File: src/assert_macros.svh
// assertion macros for the rtl, included by cem_ctl.sv
// no dependencies
`ifndef ASSERT_MACROS_SVH
`define ASSERT_MACROS_SVH

// expression holds at every clock edge out of reset
`define ASSERT_ALWAYS(label, clk, rst, expr) \
  label: assert property (@(posedge clk) disable iff (rst) (expr)) \
    else $error("assertion failed: label");

// antecedent implies consequent on the following edge
`define ASSERT_NEXT(label, clk, rst, ante, cons) \
  label: assert property (@(posedge clk) disable iff (rst) (ante) |=> (cons)) \
    else $error("assertion failed: label");

`endif

File: src/cem_pkg.sv
// package for the common element match block: item kinds, walk states,
// and the control bundle from the controller to the cell chain

package cem_pkg;

  localparam int VALUE_W = 32;

  localparam logic [1:0] KIND_CLEAR = 2'd0;
  localparam logic [1:0] KIND_LOAD  = 2'd1;
  localparam logic [1:0] KIND_PROBE = 2'd2;

  typedef enum logic [1:0] {
    ST_IDLE,
    ST_WALK,
    ST_FLUSH
  } cem_state_t;

  typedef struct packed {
    logic shift;
    logic write;
  } chain_ctl_t;

endpackage

File: src/cem_cell.sv
// one cell of the reference chain: holds one stored entry
// loads from the input on a write, takes its neighbor's entry on a shift
// depends on cem_pkg

module cem_cell (
  input  logic                             clk,
  input  logic                             write,
  input  logic                             shift,
  input  logic signed [cem_pkg::VALUE_W-1:0] wr_data,
  input  logic signed [cem_pkg::VALUE_W-1:0] neighbor,
  output logic signed [cem_pkg::VALUE_W-1:0] value
);
  import cem_pkg::*;

  always_ff @(posedge clk) begin
    if (shift) begin
      value <= neighbor;
    end else if (write) begin
      value <= wr_data;
    end
  end

endmodule

File: src/cem_ctl.sv
// controller: list count, probe walk sequencing and the output register
// depends on cem_pkg and assert_macros.svh

`include "assert_macros.svh"

module cem_ctl #(
  parameter int DEPTH = 64
) (
  input  logic                                clk,
  input  logic                                rst,
  input  logic                                in_valid,
  output logic                                in_stall,
  input  logic [1:0]                          kind,
  input  logic signed [cem_pkg::VALUE_W-1:0]  item_value,
  input  logic signed [cem_pkg::VALUE_W-1:0]  head,
  output cem_pkg::chain_ctl_t                 ctl,
  output logic [((DEPTH > 1) ? $clog2(DEPTH) : 1)-1:0] wr_idx,
  output logic                                out_valid,
  input  logic                                out_stall,
  output logic signed [cem_pkg::VALUE_W-1:0]  match_value,
  output logic                                last_of_run
);
  import cem_pkg::*;

  localparam int IDX_W = (DEPTH > 1) ? $clog2(DEPTH) : 1;
  localparam int CNT_W = $clog2(DEPTH + 1);
  localparam logic [IDX_W-1:0] LAST_STEP = IDX_W'(DEPTH - 1);
  localparam logic [CNT_W-1:0] FULL      = CNT_W'(DEPTH);

  cem_state_t state, state_next;

  logic [CNT_W-1:0]            count;
  logic [IDX_W-1:0]            step;
  logic                        hold;
  logic signed [VALUE_W-1:0]   probe;

  logic in_beat;
  logic slot_free;
  logic match_now;
  logic emit_mid;
  logic emit_last;
  logic walk_done;

  assign in_beat   = in_valid && !in_stall;
  assign slot_free = !out_valid || !out_stall;
  assign match_now = (CNT_W'(step) < count) && (head == probe);
  assign wr_idx    = count[IDX_W-1:0];

  // next state
  always_comb begin
    state_next = state;
    unique case (state)
      ST_IDLE: begin
        if (in_beat && kind == KIND_PROBE) state_next = ST_WALK;
      end
      ST_WALK: begin
        if (slot_free && step == LAST_STEP) state_next = ST_FLUSH;
      end
      ST_FLUSH: begin
        if (!hold || slot_free) state_next = ST_IDLE;
      end
      default: state_next = ST_IDLE;
    endcase
  end

  // outputs of the sequencer
  always_comb begin
    in_stall  = 1'b1;
    ctl.shift = 1'b0;
    ctl.write = 1'b0;
    emit_mid  = 1'b0;
    emit_last = 1'b0;
    walk_done = 1'b0;
    unique case (state)
      ST_IDLE: begin
        in_stall  = 1'b0;
        // input is never stalled here
        ctl.write = in_valid && kind == KIND_LOAD && count < FULL;
      end
      ST_WALK: begin
        ctl.shift = slot_free;
        emit_mid  = slot_free && match_now && hold;
      end
      ST_FLUSH: begin
        emit_last = hold && slot_free;
        walk_done = !hold || slot_free;
      end
      default: begin
        in_stall = 1'b1;
      end
    endcase
  end

  always_ff @(posedge clk) begin
    if (rst) begin
      state     <= ST_IDLE;
      count     <= '0;
      step      <= '0;
      hold      <= 1'b0;
      out_valid <= 1'b0;
    end else begin
      state <= state_next;
      if (in_beat && kind == KIND_CLEAR) count <= '0;
      if (ctl.write) count <= count + CNT_W'(1);
      if (in_beat && kind == KIND_PROBE) begin
        step <= '0;
        hold <= 1'b0;
      end
      if (ctl.shift) begin
        step <= step + IDX_W'(1);
        if (match_now) hold <= 1'b1;
      end
      if (walk_done) hold <= 1'b0;
      if (emit_mid || emit_last) begin
        out_valid <= 1'b1;
      end else if (!out_stall) begin
        out_valid <= 1'b0;
      end
    end
  end

  // payload registers
  always_ff @(posedge clk) begin
    if (in_beat && kind == KIND_PROBE) probe <= item_value;
    if (emit_mid || emit_last) begin
      match_value <= probe;
      last_of_run <= emit_last;
    end
  end

  `ASSERT_ALWAYS(a_count_bounded, clk, rst, count <= FULL)
  `ASSERT_ALWAYS(a_idle_no_hold, clk, rst, state != ST_IDLE || !hold)
  `ASSERT_NEXT(a_last_closes_run, clk, rst, emit_last,
               state == ST_IDLE && out_valid && last_of_run)
  `ASSERT_NEXT(a_step_advance, clk, rst, ctl.shift && step != LAST_STEP,
               step == $past(step) + IDX_W'(1))

endmodule

File: src/common_element_match.sv
// common element match: reference list held in a rotating chain of cells
// input channel: in_valid / in_stall with kind and item_value; output
// channel: out_valid / out_stall with match_value and last_of_run.
// kind clear empties the list, kind load appends one value (ignored once
// DEPTH values are held), kind probe walks the list in stored order and
// gives one beat per equal entry, the final one flagged by last_of_run.
// clear and load produce no beat. a probe rotates the chain through all
// DEPTH cells, one cell per cycle unless out_stall holds it, past a
// single comparator at the head, then a flush state emits the final
// match; no new item is taken until the walk and the flush are done.
// the first result appears once a second match or the end of the walk
// is seen, since the flag needs lookahead.
// while a result waits under out_stall the chain freezes; a finished
// result may wait in the output register while the next item is taken.
// rst (synchronous) empties the list and drops any pending beat; stored
// entries are not cleared. kind 3 is accepted and ignored.
// depends on cem_pkg, cem_cell, cem_ctl

module common_element_match #(
  parameter int DEPTH = 64
) (
  input  logic                               clk,
  input  logic                               rst,
  input  logic                               in_valid,
  output logic                               in_stall,
  input  logic [1:0]                         kind,
  input  logic signed [cem_pkg::VALUE_W-1:0] item_value,
  output logic                               out_valid,
  input  logic                               out_stall,
  output logic signed [cem_pkg::VALUE_W-1:0] match_value,
  output logic                               last_of_run
);
  import cem_pkg::*;

  localparam int IDX_W = (DEPTH > 1) ? $clog2(DEPTH) : 1;

  chain_ctl_t               ctl;
  logic [IDX_W-1:0]         wr_idx;
  logic signed [VALUE_W-1:0] cells [DEPTH];

  cem_ctl #(
    .DEPTH(DEPTH)
  ) u_ctl (
    .clk        (clk),
    .rst        (rst),
    .in_valid   (in_valid),
    .in_stall   (in_stall),
    .kind       (kind),
    .item_value (item_value),
    .head       (cells[0]),
    .ctl        (ctl),
    .wr_idx     (wr_idx),
    .out_valid  (out_valid),
    .out_stall  (out_stall),
    .match_value(match_value),
    .last_of_run(last_of_run)
  );

  // ring: each cell takes the next one's entry, the tail takes the head's
  for (genvar k = 0; k < DEPTH; k++) begin : g_cell
    cem_cell u_cell (
      .clk     (clk),
      .write   (ctl.write && wr_idx == IDX_W'(k)),
      .shift   (ctl.shift),
      .wr_data (item_value),
      .neighbor(cells[(k + 1) % DEPTH]),
      .value   (cells[k])
    );
  end

endmodule
File: config.mk
export PLATFORM = sky130hd
export DESIGN_NAME = common_element_match
export DESIGN_NICKNAME = d
export VERILOG_FILES = /design/src/cem_pkg.sv /design/src/cem_cell.sv /design/src/cem_ctl.sv /design/src/common_element_match.sv
export VERILOG_INCLUDE_DIRS = /design/src /design/src/src
export SDC_FILE = /design/constraint.sdc
export NUM_CORES = 2
export LEC_CHECK = 0
export BUFFER_PORTS_ARGS = -buffer_cell sky130_fd_sc_hd__clkbuf_2
export CORE_MARGIN = 2
export CORE_UTILIZATION = 56
export CTS_CLUSTER_SIZE = 12
export DETAILED_ROUTE_END_ITERATION = 16
export PLACE_DENSITY = 0.81
export SLEW_MARGIN = 10
export SYNTH_ARGS = -nofsm -noshare
export SYNTH_HDL_FRONTEND = slang
export SYNTH_SLANG_ARGS = --single-unit
File: constraint.sdc
create_clock -name clk -period 8.75 [get_ports clk]
set_input_delay 1.75 -clock clk [delete_from_list [all_inputs] [get_ports clk]]
set_output_delay 1.75 -clock clk [all_outputs]
set_load 0.005 [all_outputs]
# --- Word level (Yosys, flattened, before mapping) ---
# Cells that the tools add are included.
classes:
  add_sub_neg: 2
  eq_ne: 73
  n_mux: 147
  reduce_logical: 151
  n_lt_le_gt_ge: 2
op_table:
  columns: ["op", "n"]
  rows:
  - ["$mux W32", 128]
  - ["$eq A6 B6 Y1 const B", 33]
  - ["$reduce_bool A2 Y1", 66]
  - ["$eq A6 B5 Y1 const B", 16]
  - ["$logic_and A1 B1 Y1", 74]
  - ["$eq A6 B4 Y1 const B", 8]
  - ["$eq A32 B32 Y1", 1]
  - ["$eq A6 B3 Y1 const B", 4]
  - ["$mux W7", 2]
  - ["$eq A6 B2 Y1 const B", 2]
  - ["$mux W6", 2]
  - ["$mux W1", 11]
  - ["$add A7 B1 Y7 const B", 1]
  - ["$lt A6 B7 Y1", 1]
  - ["$lt A7 B7 Y1 const B", 1]
  - ["$add A6 B1 Y6 const B", 1]
  - ["$eq A6 B1 Y1 const B", 1]
  - ["$logic_not A6 Y1", 1]
  - ["$mux W2", 3]
  - ["$ne A2 B1 Y1 const B", 3]
  - ["$pmux W2 S3", 1]
  - ["$eq A2 B1 Y1 const B", 2]
  - ["$eq A2 B2 Y1 const B", 2]
  - ["$logic_not A2 Y1", 2]
  - ["5 further kinds", 9]
word_totals:
  ff_bits: 2130
  out_inout_bits: 35
  word_cells: 447

# --- Logic depth before layout (Yosys ltp) ---
depth:
  word_depth: 7
  mapped_depth: 8

# --- Hierarchy ---
# Synthesis repeated with hierarchy kept, for this count alone.
hier_totals:
  hier_cells: 4748
  area_unflattened_um2: 100293.7
by_module_without_submodules:
  columns: ["mod", "area_each_um2", "n_inst", "seq_area_each_um2", "cells_each"]
  rows:
  - ["cem_cell", 1507.7, 64, 960.9, 69]
  - ["cem_ctl", 3331.9, 1, 2292.2, 239]
  - ["common_element_match", 469.2, 1, 0.0, 93]

# --- Worst setup path after synthesis ---
# No wires, ideal clock.
synth_path:
  kind: "input to register"
  from: "in kind[1]"
  to: "reg g_cell[12].u_cell.value[0] (netlist bit), enable pin"
  setup_slack_ns: 3.403
  stages: 5
  arrival_ns: 4.882
  n_path_buf: 1
  path_cell_list: "nor4b_2 and3_1 buf_2 nand3_1 o21ai_0"
synth_via:
  elab_chain_len: 6
synth_rtl:
  columns: ["item", "line", "text"]
  rows:
  - ["start, declared", "common_element_match.sv:26", "input logic [1:0] kind,"]
  - ["$eq A2 B1 Y1", "cem_ctl.sv:78", "ctl.write = in_valid && kind == KIND_LOAD && count < FULL;"]
  - ["$logic_and A1 B1 Y1 (2 in series)", "cem_ctl.sv:78", null]
  - ["$mux W1", "cem_ctl.sv:74", "unique case (state)"]
  - ["$logic_and A1 B1 Y1", "common_element_match.sv:63", ".write (ctl.write && wr_idx == IDX_W'(k)),"]
  - ["$reduce_bool A2 Y1 (no source line)", null, null]
  - ["end signal, assigned", "cem_cell.sv:17", "value <= neighbor;"]
  - ["end signal, assigned", "cem_cell.sv:19", "value <= wr_data;"]
  - ["end, declared", "cem_cell.sv:11", "output logic signed [cem_pkg::VALUE_W-1:0] value"]
# No other way between the ends.
# A chain may end at the register's enable or synchronous reset.

# --- Worst setup path in the final report ---
layout_path:
  from: "in kind[1]"
  to: "reg g_cell[39].u_cell.value[9] (netlist bit), enable pin"
layout_via:
  elab_chain_len: 6
layout_rtl:
  columns: ["item", "line"]
  rows:
  - ["$eq A2 B1 Y1", "cem_ctl.sv:78"]
  - ["$logic_and A1 B1 Y1 (2 in series)", "cem_ctl.sv:78"]
  - ["$mux W1", "cem_ctl.sv:74"]
  - ["$logic_and A1 B1 Y1", "common_element_match.sv:63"]
  - ["$reduce_bool A2 Y1 (no source line)", null]
  - ["end signal, assigned", "cem_cell.sv:17"]
  - ["end signal, assigned", "cem_cell.sv:19"]
  - ["end, declared", "cem_cell.sv:11"]
# No other way between the ends.

==> summary.txt <==
Placement
  • PortBufs: 72
  • Gpl congestion: ~0.84
  • Post-placement cell count: around 6500
  • Pre-CTS setup slack: about 3.7 ns
  • Detailed Place HPWL: between 80000 and 90000 um

Timing
  • Slew headroom: between 10% and 20%
  • Final hold violations: 0
  • Highest Clock Rate: between 200 and 250 MHz
  • Max-slew violation count: 0
  • Fin crit share: a little under 50%
  • Slew @ Worst Pin: approximately 1.3 ns
  • Worst Slack Setup Final: about 4.5 ns
  • Setup TNS: 0 ns
  • RSZ-0062 raised after global routing: false
  • Setup Skew: between 0.04 and 0.05 ns
  • Min cycle time layout: approximately 4.2 ns
  • Final setup fails: 0

CTS
  • Post-CTS Setup Bufs: 0
  • CTS H-tree lvls: 4
  • Post-CTS sizing: 0
  • Hold buffer count at CTS: 0
  • Clock-pin slew on the worst setup and hold paths: 0.06 ns
  • Clock Path Buffers: 3
  • Num CTS Buffers: between 200 and 250
  • Clk root buf: clkbuf_16
  • CTS tree: built
  • Clk_lat worst skew: 0.81 ns
  • Clock sinks: approximately 2100

Detailed routing
  • DRT Wirelength: 167000 um
  • Post-route ant nets: 0
  • Via count: between 40000 and 50000
  • DR WL/cell: between 20 and 25 um
  • Via density per instance: between 6 and 7
  • Drt initial violations: between 4000 and 5000
  • DR DRC count: 0
  • Pre-Repair DR Iteration Count: 6

Logic synthesis
  • Top_reg_cell synth: edfxtp_1
  • Post-Syn Area: between 80000 and 90000 um^2
  • Syn_area_per_cell: 17.0 um^2
  • Unique masters post-synth: 42
  • Gate count after technology mapping: around 5000
  • Post-Syn Nets: ~5000
  • EDFF count, synth: roughly 2100
  • Syn. warnings: 0
  • Sequential cell area fraction in the yosys report: between 70% and 80%
  • Yosys reg bits: around 2100
  • Asr flop ratio synth: 0%

Floorplanning
  • Die Ht: ~400 um
  • Die area: between 150000 and 200000 um^2
  • Starting Density: a little under three fifths
  • Core ar.: roughly 150000 um^2
  • # rows: about 140
  • Num ports: 73
  • Die width: 391 um

Worst setup path
  • Crit path kind: primary input to register
  • Worst Path Required: slightly above 9 ns
  • Worst Path Arrival: ~4.6 ns
  • CP max FO: 32
  • Worst setup SP type: primary input
  • CP Capture Type: register

Power
  • Power Density: 234 nW/um^2
  • Cell Int Power: 0.0166 W
  • Sw frac: a little over a fifth
  • Peak supply drop: 0.000188 V
  • Register share of total power: a little under three fifths
  • Switching pwr: about 0.0046 W
  • Clock Power Share: 37.0%
  • Lkg Pwr: ~39 nW
  • Combinational power share: under 10%

Layout
  • Final net count: 4860
  • Layout cells sized above 1: under 10%
  • Post-route insts no fill: 6829
  • Area growth, synth to finish: 8.06%

Global routing
  • Gr ovfl total: 0
  • Vias in the first global route: ~43000
  • Initial antenna violation count: 6
  • Largest net degree at the start of global routing: ~290
  • First-pass GRT wire length: ~260000 um
  • Total GRT Usage: 21.9%

Run
  • Max Cap Viol: 0

Outcome
  • Status: finished, final reports clean

Worst hold path
  • Class of the worst hold path: register to register
## stage by stage
step	utilization, %	area [um^2]	total power (W)	hold WS [ns]
detailed placement	57.3	84800	0.0135	0.476
finish	61.1	90400	0.0212	0.483
global placement	57.3	84800	0.0135	0.487
global route	61.1	90400	0.0218	0.503
floorplan	-	83700	0.0132	0.447
CTS	61.1	90400	0.0213	0.487
## synthesized netlist by cell type (3+ instances only)
| library cell | number | area (um^2) |
|---|---|---|
| buf_2 | 271 | 1360 |
| buf_4 | 7 | 52.6 |
| nand4_1 | 10 | 62.6 |
| nor2b_1 | 3 | 18.8 |
| xnor2_1 | 32 | 280 |
| a21o_1 | 2049 | 15400 |
| edfxtp_1 | 2113 | 63500 |
| nand3_1 | 26 | 130 |
| or3_1 | 3 | 18.8 |
| and2_1 | 33 | 206 |
| a21oi_1 | 12 | 60.1 |
| nor2_1 | 17 | 63.8 |
| buf_6 | 95 | 1070 |
| o21ai_1 | 60 | 300 |
| dfxtp_1 | 17 | 340 |
| buf_1 | 20 | 75.1 |
| nand2_1 | 18 | 67.6 |
| clkbuf_1 | 79 | 297 |
| ha_1 | 10 | 125 |
| a211oi_1 | 3 | 22.5 |
| inv_1 | 9 | 33.8 |
| o21ai_0 | 8 | 40.0 |
## cell families (layout without fill, tap and decap cells)
logic type | count (synthesis) | after routing | share of synthesized area [%]
XOR/XNOR | 33 | 33 | 0.345
flip-flops | 2130 | 2130 | 76.3
AND/OR/NAND/NOR | 124 | 124 | 0.805
adder cells (fa/ha/maj) | 10 | 10 | 0.150
AO/OA/AOI/OAI | 2140 | 2140 | 19.0
buffers and inverters | 482 | 458 | 3.45
other | 0 | 3 | 0
multiplexers | 1 | 1 | 0.0135
## critical path, stage by stage
cell      delay (ns)
clkbuf_2        0.20
nor4b_2         0.32
and3_1          0.69
nand3_1         0.60
o21ai_4         1.01
## worst paths after layout
path | start | end | slack (ns) | cells after the start
worst max-delay path | kind[1] | g_cell[39].u_cell.value[9] | 4.54 | 5
worst min register to register | g_cell[42].u_cell.value[29] | g_cell[41].u_cell.value[29] | 0.48 | 1
worst min-delay path | g_cell[42].u_cell.value[29] | g_cell[41].u_cell.value[29] | 0.48 | 1
worst max register to register | u_ctl.probe[31] | u_ctl.match_value[24] | 4.96 | 6
## final cells by class
class                   instances  area [um^2]
diodes                          3         7.51
clock buffers                 259         5380
clock inverters                30          241
fillers                      9831        57600
inverters                      10         37.5
multi-input cells            2308        17400
flip-flops and latches       2130        63800
well taps                    1930         2410
repair buffers                159         1090
## metal layers
layer / part of all wire (%) / up-vias / GRT usage [%]
met3: 9.4 / 262 / 5.28
met4: 2.3 / 4 / 6.03
met2: 47 / 1744 / 34.5
li1: - / 18600 / -
met5: 0.0084 / - / 0
met1: 41 / 21900 / 30.8
## state kept, by name, summed over array words and instances, names as in the netlist
| signal | cells |
|---|---|
| g_cell.u_cell.value | 2048 |
| u_ctl.count | 7 |
| u_ctl.hold | 1 |
| u_ctl.last_of_run | 1 |
| u_ctl.match_value | 32 |
| u_ctl.out_valid | 1 |
| u_ctl.probe | 32 |
| u_ctl.state | 2 |
| u_ctl.step | 6 |
## power by group through the flow
stage          clock, W  sequential, W  combinational [W]
6_report        0.00784         0.0119            0.00144
5_1_grt         0.00829         0.0119            0.00156
4_1_cts         0.00791         0.0119            0.00145
3_5_place_dp          0         0.0121            0.00142
3_3_place_gp          0         0.0121            0.00136
2_1_floorplan         0         0.0121            0.00108
## cell usage in the layout (no fill, tap or decap), types with 19 or more instances in the layout
| master | count |
|---|---|
| clkbuf_2 | 72 |
| nand3_1 | 26 |
| o21ai_4 | 19 |
| o21ai_2 | 45 |
| clkbuf_16 | 206 |
| buf_4 | 81 |
| a21o_1 | 2049 |
| edfxtp_1 | 2113 |
| clkbuf_1 | 50 |
| xnor2_1 | 32 |
(Power assumes the default switching activity.)
